`src/p2rac_pkg.sv`:
```
`default_nettype none

package p2rac_pkg;

   localparam int WORD_BITS      = 32;
   localparam int VALUE_BITS     = 32;
   localparam int RADIX_W        = 3;
   localparam int MAX_RADIX_BITS = 5;
   localparam int CHAR_BITS      = 7;
   localparam int DIGIT_TEN      = 10;
   localparam int CHAR_ZERO      = 'h30;
   localparam int CHAR_LETTER_A  = 'h41;

   localparam int USED_BITS  = (WORD_BITS < VALUE_BITS) ? WORD_BITS : VALUE_BITS;
   // word is held left aligned so the top digit sits in the upper r bits
   localparam int SHREG_BITS = WORD_BITS + MAX_RADIX_BITS - 1;
   localparam int CNT_BITS   = $clog2(WORD_BITS + 1);
   localparam int SHIFT_BITS = $clog2(SHREG_BITS);

   localparam int DIGITS_R1 = WORD_BITS;
   localparam int DIGITS_R2 = (WORD_BITS + 1) / 2;
   localparam int DIGITS_R3 = (WORD_BITS + 2) / 3;
   localparam int DIGITS_R4 = (WORD_BITS + 3) / 4;
   localparam int DIGITS_R5 = (WORD_BITS + 4) / 5;

   localparam int ALIGN_R1 = SHREG_BITS - DIGITS_R1;
   localparam int ALIGN_R2 = SHREG_BITS - DIGITS_R2 * 2;
   localparam int ALIGN_R3 = SHREG_BITS - DIGITS_R3 * 3;
   localparam int ALIGN_R4 = SHREG_BITS - DIGITS_R4 * 4;
   localparam int ALIGN_R5 = SHREG_BITS - DIGITS_R5 * 5;

   localparam int QUEUE_DEPTH = 2;
   localparam int QPTR_BITS   = $clog2(QUEUE_DEPTH);
   localparam int QCNT_BITS   = $clog2(QUEUE_DEPTH + 1);

   typedef struct packed {
      logic                  bad;
      logic [RADIX_W-1:0]    radix;
      logic [CNT_BITS-1:0]   count;
      logic [SHREG_BITS-1:0] word;
   } job_type;

   function automatic logic radix_ok(input logic [RADIX_W-1:0] r);
      return (r >= RADIX_W'(1)) && (r <= RADIX_W'(MAX_RADIX_BITS));
   endfunction

   function automatic logic [CNT_BITS-1:0] digit_count(input logic [RADIX_W-1:0] r);
      logic [CNT_BITS-1:0] n;
      unique case (r)
         RADIX_W'(1): n = CNT_BITS'(DIGITS_R1);
         RADIX_W'(2): n = CNT_BITS'(DIGITS_R2);
         RADIX_W'(3): n = CNT_BITS'(DIGITS_R3);
         RADIX_W'(4): n = CNT_BITS'(DIGITS_R4);
         RADIX_W'(5): n = CNT_BITS'(DIGITS_R5);
         default:     n = CNT_BITS'(1);
      endcase
      return n;
   endfunction

   function automatic logic [SHIFT_BITS-1:0] align_shift(input logic [RADIX_W-1:0] r);
      logic [SHIFT_BITS-1:0] s;
      unique case (r)
         RADIX_W'(1): s = SHIFT_BITS'(ALIGN_R1);
         RADIX_W'(2): s = SHIFT_BITS'(ALIGN_R2);
         RADIX_W'(3): s = SHIFT_BITS'(ALIGN_R3);
         RADIX_W'(4): s = SHIFT_BITS'(ALIGN_R4);
         RADIX_W'(5): s = SHIFT_BITS'(ALIGN_R5);
         default:     s = '0;
      endcase
      return s;
   endfunction

   function automatic logic [CHAR_BITS-1:0] digit_ascii(
      input logic [MAX_RADIX_BITS-1:0] d
   );
      logic [CHAR_BITS-1:0] c;
      if (d < MAX_RADIX_BITS'(DIGIT_TEN)) begin
         c = CHAR_BITS'(CHAR_ZERO) + CHAR_BITS'(d);
      end else begin
         c = CHAR_BITS'(CHAR_LETTER_A) + CHAR_BITS'(d) - CHAR_BITS'(DIGIT_TEN);
      end
      return c;
   endfunction

endpackage

`default_nettype wire

```
`src/p2rac_chan_if.sv`:
```
`default_nettype none

interface p2rac_req_if;
   logic                             valid;
   logic                             ready;
   logic [p2rac_pkg::VALUE_BITS-1:0] value;
   logic [p2rac_pkg::RADIX_W-1:0]    radix_bits;

   modport source (output valid, output value, output radix_bits, input ready);
   modport sink   (input valid, input value, input radix_bits, output ready);
endinterface

interface p2rac_rsp_if;
   logic                            valid;
   logic                            ready;
   logic [p2rac_pkg::CHAR_BITS-1:0] digit_char;
   logic                            last;
   logic                            bad_radix;

   modport source (output valid, output digit_char, output last, output bad_radix,
                   input ready);
   modport sink   (input valid, input digit_char, input last, input bad_radix,
                   output ready);
endinterface

`default_nettype wire

```
`src/p2rac_front.sv`:
```
`default_nettype none

module p2rac_front (
   p2rac_req_if.sink              req_chan,
   input  wire logic              q_full,
   output logic                   q_push,
   output p2rac_pkg::job_type     q_job
);

   logic [p2rac_pkg::SHREG_BITS-1:0] ext_word;

   assign req_chan.ready = !q_full;
   assign q_push         = req_chan.valid && !q_full;

   always_comb begin
      ext_word = '0;
      ext_word[p2rac_pkg::USED_BITS-1:0] = req_chan.value[p2rac_pkg::USED_BITS-1:0];
      q_job.bad   = !p2rac_pkg::radix_ok(req_chan.radix_bits);
      q_job.radix = req_chan.radix_bits;
      q_job.count = p2rac_pkg::digit_count(req_chan.radix_bits);
      // put the most significant digit (with its zero pad) at the top
      q_job.word  = ext_word << p2rac_pkg::align_shift(req_chan.radix_bits);
   end

endmodule

`default_nettype wire

```
`src/p2rac_queue.sv`:
```
`default_nettype none

module p2rac_queue (
   input  wire logic               clock,
   input  wire logic               reset,
   input  wire logic               push,
   input  wire p2rac_pkg::job_type push_job,
   output logic                    full,
   input  wire logic               pop,
   output logic                    nonempty,
   output p2rac_pkg::job_type      pop_job
);

   p2rac_pkg::job_type                    entry_ff [p2rac_pkg::QUEUE_DEPTH];
   logic [p2rac_pkg::QPTR_BITS-1:0]       wr_ptr_ff, wr_ptr_in;
   logic [p2rac_pkg::QPTR_BITS-1:0]       rd_ptr_ff, rd_ptr_in;
   logic [p2rac_pkg::QCNT_BITS-1:0]       fill_ff, fill_in;
   logic                                  do_push, do_pop;

   assign full     = (fill_ff == p2rac_pkg::QCNT_BITS'(p2rac_pkg::QUEUE_DEPTH));
   assign nonempty = (fill_ff != '0);
   assign pop_job  = entry_ff[rd_ptr_ff];
   assign do_push  = push && !full;
   assign do_pop   = pop && nonempty;

   always_comb begin
      wr_ptr_in = wr_ptr_ff;
      rd_ptr_in = rd_ptr_ff;
      fill_in   = fill_ff;
      if (do_push) begin
         wr_ptr_in = (wr_ptr_ff == p2rac_pkg::QPTR_BITS'(p2rac_pkg::QUEUE_DEPTH - 1)) ?
                     '0 : wr_ptr_ff + p2rac_pkg::QPTR_BITS'(1);
      end
      if (do_pop) begin
         rd_ptr_in = (rd_ptr_ff == p2rac_pkg::QPTR_BITS'(p2rac_pkg::QUEUE_DEPTH - 1)) ?
                     '0 : rd_ptr_ff + p2rac_pkg::QPTR_BITS'(1);
      end
      if (do_push && !do_pop) begin
         fill_in = fill_ff + p2rac_pkg::QCNT_BITS'(1);
      end else if (do_pop && !do_push) begin
         fill_in = fill_ff - p2rac_pkg::QCNT_BITS'(1);
      end
   end

   always_ff @(posedge clock) begin
      if (reset) begin
         wr_ptr_ff <= '0;
         rd_ptr_ff <= '0;
         fill_ff   <= '0;
      end else begin
         wr_ptr_ff <= wr_ptr_in;
         rd_ptr_ff <= rd_ptr_in;
         fill_ff   <= fill_in;
      end
   end

   always_ff @(posedge clock) begin
      if (do_push) begin
         entry_ff[wr_ptr_ff] <= push_job;
      end
   end

endmodule

`default_nettype wire

```
`src/p2rac_back.sv`:
```
`default_nettype none

module p2rac_back (
   input  wire logic              clock,
   input  wire logic              reset,
   input  wire logic              q_nonempty,
   input  wire p2rac_pkg::job_type q_job,
   output logic                   q_pop,
   p2rac_rsp_if.source            rsp_chan
);

   logic                                  busy_ff, busy_in;
   logic                                  bad_ff, bad_in;
   logic                                  lead_ff, lead_in;
   logic [p2rac_pkg::SHREG_BITS-1:0]      shreg_ff, shreg_in;
   logic [p2rac_pkg::CNT_BITS-1:0]        cnt_ff, cnt_in;
   logic [p2rac_pkg::RADIX_W-1:0]         radix_ff, radix_in;

   logic                                  ovalid_ff, ovalid_in;
   logic [p2rac_pkg::CHAR_BITS-1:0]       ochar_ff, ochar_in;
   logic                                  olast_ff, olast_in;
   logic                                  obad_ff, obad_in;

   logic [p2rac_pkg::MAX_RADIX_BITS-1:0]  top_bits, digit;
   logic                                  final_digit, out_free, emit, skip;

   assign top_bits    = shreg_ff[p2rac_pkg::SHREG_BITS-1 -: p2rac_pkg::MAX_RADIX_BITS];
   assign digit       = top_bits >> (p2rac_pkg::RADIX_W'(p2rac_pkg::MAX_RADIX_BITS) - radix_ff);
   assign final_digit = (cnt_ff == p2rac_pkg::CNT_BITS'(1));
   assign out_free    = !ovalid_ff || rsp_chan.ready;
   // leading zero digits are dropped without using the output slot
   assign skip  = busy_ff && !bad_ff && !lead_ff && (digit == '0) && !final_digit;
   assign emit  = busy_ff && !skip && out_free;
   assign q_pop = !busy_ff && q_nonempty;

   assign rsp_chan.valid      = ovalid_ff;
   assign rsp_chan.digit_char = ochar_ff;
   assign rsp_chan.last       = olast_ff;
   assign rsp_chan.bad_radix  = obad_ff;

   always_comb begin
      busy_in  = busy_ff;
      bad_in   = bad_ff;
      lead_in  = lead_ff;
      shreg_in = shreg_ff;
      cnt_in   = cnt_ff;
      radix_in = radix_ff;
      if (q_pop) begin
         busy_in  = 1'b1;
         bad_in   = q_job.bad;
         lead_in  = 1'b0;
         shreg_in = q_job.word;
         cnt_in   = q_job.count;
         radix_in = q_job.radix;
      end else if (skip || emit) begin
         if (emit && (bad_ff || final_digit)) begin
            busy_in = 1'b0;
         end else begin
            shreg_in = shreg_ff << radix_ff;
            cnt_in   = cnt_ff - p2rac_pkg::CNT_BITS'(1);
            lead_in  = lead_ff || emit;
         end
      end
   end

   always_comb begin
      ovalid_in = ovalid_ff;
      ochar_in  = ochar_ff;
      olast_in  = olast_ff;
      obad_in   = obad_ff;
      if (emit) begin
         ovalid_in = 1'b1;
         ochar_in  = bad_ff ? '0 : p2rac_pkg::digit_ascii(digit);
         olast_in  = bad_ff || final_digit;
         obad_in   = bad_ff;
      end else if (rsp_chan.ready) begin
         ovalid_in = 1'b0;
      end
   end

   always_ff @(posedge clock) begin
      if (reset) begin
         busy_ff   <= 1'b0;
         ovalid_ff <= 1'b0;
      end else begin
         busy_ff   <= busy_in;
         ovalid_ff <= ovalid_in;
      end
   end

   always_ff @(posedge clock) begin
      bad_ff   <= bad_in;
      lead_ff  <= lead_in;
      shreg_ff <= shreg_in;
      cnt_ff   <= cnt_in;
      radix_ff <= radix_in;
      ochar_ff <= ochar_in;
      olast_ff <= olast_in;
      obad_ff  <= obad_in;
   end

endmodule

`default_nettype wire

```
`src/pow2_radix_ascii_converter_core.sv`:
```
// Channel   Dir  Payload                           Handshake
// req_chan  in   value[31:0], radix_bits[2:0]      valid/ready
// rsp_chan  out  digit_char[6:0], last, bad_radix  valid/ready
//
// A queued item is taken into the digit unit, which then drops each leading
// zero digit and emits each remaining character in turn; a rejected radix
// gives a single error item.
// The front accepts into a 2-entry queue while the digit unit works.
// Reset is synchronous and clears the queue, the unit and the output valid.
// A stalled output holds the digit unit once it has a character to emit; the queue keeps taking items until full.
`default_nettype none

module pow2_radix_ascii_converter_core (
   input  wire logic   clock,
   input  wire logic   reset,
   p2rac_req_if.sink   req_chan,
   p2rac_rsp_if.source rsp_chan
);

   p2rac_pkg::job_type push_job, pop_job;
   logic               q_full, q_push, q_pop, q_nonempty;

   p2rac_front u_front (
      .req_chan (req_chan),
      .q_full   (q_full),
      .q_push   (q_push),
      .q_job    (push_job)
   );

   p2rac_queue u_queue (
      .clock    (clock),
      .reset    (reset),
      .push     (q_push),
      .push_job (push_job),
      .full     (q_full),
      .pop      (q_pop),
      .nonempty (q_nonempty),
      .pop_job  (pop_job)
   );

   p2rac_back u_back (
      .clock      (clock),
      .reset      (reset),
      .q_nonempty (q_nonempty),
      .q_job      (pop_job),
      .q_pop      (q_pop),
      .rsp_chan   (rsp_chan)
   );

endmodule

`default_nettype wire

```
`src/flat_wrapper.sv`:
```
// flat-port wrapper written by rule: the top's interface ports become plain ports
module pow2_radix_ascii_converter_core_flat 
  (clock, reset, req_chan_valid, req_chan_value, req_chan_radix_bits, req_chan_ready, rsp_chan_valid, rsp_chan_digit_char, rsp_chan_last, rsp_chan_bad_radix, rsp_chan_ready);
  p2rac_req_if req_chan_i ();
  p2rac_rsp_if rsp_chan_i ();
  input  wire logic clock;
  input  wire logic reset;
  input wire logic [$bits(req_chan_i.valid)-1:0] req_chan_valid;
  input wire logic [$bits(req_chan_i.value)-1:0] req_chan_value;
  input wire logic [$bits(req_chan_i.radix_bits)-1:0] req_chan_radix_bits;
  output wire logic [$bits(req_chan_i.ready)-1:0] req_chan_ready;
  output wire logic [$bits(rsp_chan_i.valid)-1:0] rsp_chan_valid;
  output wire logic [$bits(rsp_chan_i.digit_char)-1:0] rsp_chan_digit_char;
  output wire logic [$bits(rsp_chan_i.last)-1:0] rsp_chan_last;
  output wire logic [$bits(rsp_chan_i.bad_radix)-1:0] rsp_chan_bad_radix;
  input wire logic [$bits(rsp_chan_i.ready)-1:0] rsp_chan_ready;
  assign req_chan_i.valid = req_chan_valid;
  assign req_chan_i.value = req_chan_value;
  assign req_chan_i.radix_bits = req_chan_radix_bits;
  assign req_chan_ready = req_chan_i.ready;
  assign rsp_chan_valid = rsp_chan_i.valid;
  assign rsp_chan_digit_char = rsp_chan_i.digit_char;
  assign rsp_chan_last = rsp_chan_i.last;
  assign rsp_chan_bad_radix = rsp_chan_i.bad_radix;
  assign rsp_chan_i.ready = rsp_chan_ready;
  pow2_radix_ascii_converter_core u_core (.clock(clock), .reset(reset), .req_chan(req_chan_i), .rsp_chan(rsp_chan_i));
endmodule
```
`config.mk`:
```
export PLATFORM = sky130hd
export DESIGN_NAME = pow2_radix_ascii_converter_core_flat
export DESIGN_NICKNAME = d
export VERILOG_FILES = /design/src/p2rac_pkg.sv /design/src/p2rac_chan_if.sv /design/src/p2rac_front.sv /design/src/p2rac_queue.sv /design/src/p2rac_back.sv /design/src/pow2_radix_ascii_converter_core.sv /design/src/flat_wrapper.sv
export SDC_FILE = /design/constraint.sdc
export NUM_CORES = 1
export LEC_CHECK = 0
export BUFFER_PORTS_ARGS = -buffer_cell sky130_fd_sc_hd__buf_2
export CELL_PAD_IN_SITES_DETAIL_PLACEMENT = 0
export CELL_PAD_IN_SITES_GLOBAL_PLACEMENT = 2
export CORE_MARGIN = 1.5
export CORE_UTILIZATION = 39
export DETAILED_ROUTE_END_ITERATION = 7
export GPL_TIMING_DRIVEN = 0
export MAX_ROUTING_LAYER = met4
export PLACE_DENSITY_LB_ADDON = 0.1
export SLEW_MARGIN = 20
export SYNTH_ARGS = -nofsm -noshare
export SYNTH_HDL_FRONTEND = slang
export SYNTH_SLANG_ARGS = --single-unit
export TNS_END_PERCENT = 100
```
`constraint.sdc`:
```
create_clock -name clock -period 5.7 [get_ports clock]
set_input_delay 0.57 -clock clock [delete_from_list [all_inputs] [get_ports clock]]
set_output_delay 0.57 -clock clock [all_outputs]
set_load 0.02 [all_outputs]
```
==> reports/metrics.yaml <==
outcome:
  status: "completed"
sta:
  rsz0062_at_grt: "false"
  layout_setup_ws_ns: 2.56
  relSlewSlack_pct: 47.9
  timing.fmax_ghz: 0.318
  setup_viol: 0
  period_share_pct: 55.2
  hold_viol: 0
  tightest_slew_ns: 0.782
  skew_ns: 0.00903
  min_period_ns: 3.14
  slew_viol_final: 0
routing:
  drt-met1-wl_mm: 11.3
  drc: 0
  drt-total-wl_mm: 25.1
  met2_length_mm: 12.0
  drtAntennaViolNets: 0
  wl_per_cell_um: 21.8
  drt-pass1-iter-count: 5
  vias: 6583
  initialDrtViolationCount: 509
  viasPerCell: 5.72
  wl_met3_mm: 1.03
  routed.top_layer: "met4"
die:
  core_area_um2: 21900
  die_x_um: 152
  ios: 50
  fp.dieH_um: 152
  die_area_um2: 23300
  start_util_pct: 39.8
  row_count: 54
setup_path:
  path_max_fanout: 24
  worst_path_most_repeated_cell: "inv_1"
  critPathCaptureType: "flop"
  crit_slowest_cell: "o21ai_4"
  cp_num_buf_inv: 4
  cp_cell_sequence: "inv_1, clkbuf_1, nor2_1, a22o_1, inv_1, ha_1, nor2b_1, a31oi_1, o21ai_4, buf_16"
  path_delay_family: "compound AO/OA/AOI/OAI gates"
  slowest_delay_ns: 0.64
  crit_path_start_kind: "flop"
  cp_data_required_time_ns: 5.84
  critical_path_arrival_ns: 3.28
  worstSetupPathType: "flop to flop"
final_layout:
  final_common_cell: "edfxtp_1"
  n_antenna_cell: 0
  stdcell_area_um2: 10000
  fin_nets: 902
  instances_no_fill: 1151
  mostFrequentLayoutCells: "edfxtp_1 (147), nand2_1 (96), buf_2 (65)"
  area_delta_synth_final_pct: 15.2
  drive_gt1_share_pct: 18.1
synthesis:
  ys_seq_elements: 155
  ys.flop_type: "edfxtp_1"
  avgSynthCellArea_um2: 11.1
  syn-num-nets: 831
  yosys_warnings: 0
  synth_edf_count: 147
  async_flop_share_pct: 0
  synth_cell_types: 60
  synthCells: 787
  netlist_area_um2: 8720
  ys_seq_area_share_pct: 52.5
clocking:
  cts_tree: "done"
  clockBufferDepth: 2
  clock_sinks: 155
  cts_setup_buffers: 0
  clkLatencyLatePin_ns: 0.43
  ctsHoldBuffers: 0
  cts_resized: 0
  cts_made_buffers: 17
  cts_root_buffer: "clkbuf_16"
  htreeDepth: 4
  clkTransAtPathRegs_ns: 0.07
place:
  dpl_cell_area_um2: 9420
  hpwl_mm: 19.0
  numPortBuffers: 48
  dp.cells: 1119
  place.gp.congestion: 0.902
  place_ws_ns: 2.56
power_and_ir_drop:
  p_leak_nw: 3.66
  power_mw: 5.60
  powerDensity_nw_per_um2: 558
  peakVddDrop_uv: 199
global_route:
  first_global_vias: 6614
  gr-total-overflow: 0
  grt_first_pass_wirelength_mm: 38.5
  grt_max_degree: 33
  antenna_found_initial: 0
  grt_usage_pct: 22.4
run:
  max-cap-violations: 0
min_path:
  min_path_type: "primary input to flop"
cells in the mapped netlist (5+ instances only):
cell / instances / area (µm²)
a31oi_1: 30 / 188
ha_1: 5 / 62.6
inv_1: 15 / 56.3
o221ai_1: 6 / 52.6
o21ai_1: 7 / 35.0
buf_1: 10 / 37.5
and3_1: 7 / 43.8
dfxtp_1: 8 / 160
a21oi_1: 50 / 250
buf_2: 17 / 85.1
nor3_1: 8 / 40.0
edfxtp_1: 147 / 4410
o21ai_0: 39 / 195
mux2_2: 14 / 158
mux4_2: 20 / 450
clkbuf_1: 31 / 116
nand3_1: 17 / 85.1
nor2b_1: 34 / 213
mux2i_1: 51 / 510
o22ai_1: 10 / 62.6
buf_4: 5 / 37.5
a211oi_1: 37 / 278
nand2_1: 96 / 360
xor2_1: 6 / 52.6
nand2b_1: 6 / 37.5
nor2_1: 51 / 191
where the power goes:
group	internal, mW	switching [mW]
Clock	0.635	0.525
Combinational	0.952	1.50
Sequential	1.81	0.188
Total	3.39	2.21
worst register-to-register path, cell delays in order (launching register included):
cell      delay (ns)
edfxtp_1        0.52
inv_1           0.12
clkbuf_1        0.41
nor2_1          0.10
a22o_1          0.24
inv_1           0.09
ha_1            0.15
nor2b_1         0.17
a31oi_1         0.15
o21ai_4         0.64
buf_16          0.26
final timing paths:
check,from,endpoint,slack (ns),depth (start not counted)
max,u_core.u_back.radix_ff[1]$_DFFE_PP_,u_core.u_back.shreg_ff[12]$_DFFE_PP_,2.56,10
min,req_chan_radix_bits[2],u_core.u_queue.entry_ff[0][44]$_DFFE_PP_,0.33,1
max reg2reg,u_core.u_back.radix_ff[1]$_DFFE_PP_,u_core.u_back.shreg_ff[12]$_DFFE_PP_,2.56,10
min reg2reg,u_core.u_back.lead_ff$_SDFFE_PP0P_,u_core.u_back.lead_ff$_SDFFE_PP0P_,0.46,2
state kept, by name (all words and copies together), names as in the netlist, 2 cells and up, named ones only:
signal,cells
u_core.u_back.cnt_ff,6
u_core.u_queue.fill_ff,2
u_core.u_back.rsp_chan.digit_char,7
u_core.u_back.radix_ff,3
u_core.u_queue.entry_ff,92
u_core.u_back.shreg_ff,36
per-layer routing:
layer	GRT usage (%)	vias up
met1	29.0	3225
met2	35.8	193
li1	-	3123
met3	3.30	42
met5	-	-
met4	7.97	0
cell type report:
cell class                      count  area (µm²)
Tap cell                          280         350
Multi-Input combinational cell    548        3790
Buffer                             65         299
Clock inverter                     15         195
Clock buffer                       17         425
Sequential cell                   155        4570
Fill cell                        2095       11800
Timing Repair Buffer               52         335
Inverter                           19        71.3
cells by family after synthesis:
kind of cell / share of synthesized area [%]
simple gates: 12.3
mux: 13.9
xor+xnor: 1.32
compound gates: 15.0
flops: 52.5
fa+ha+maj: 0.718
buf+inv: 4.25
through the flow:
step	hold slack (ns)	util, %	setup TNS [ns]
floorplan	0.424	-	0
global placement	0.440	42.5	-55.62
detailed placement	0.443	43.0	0
CTS	0.306	45.9	0
global route	0.312	45.9	0
finish	0.327	45.9	0
No activity file was read; power rests on OpenSTA's default activity.
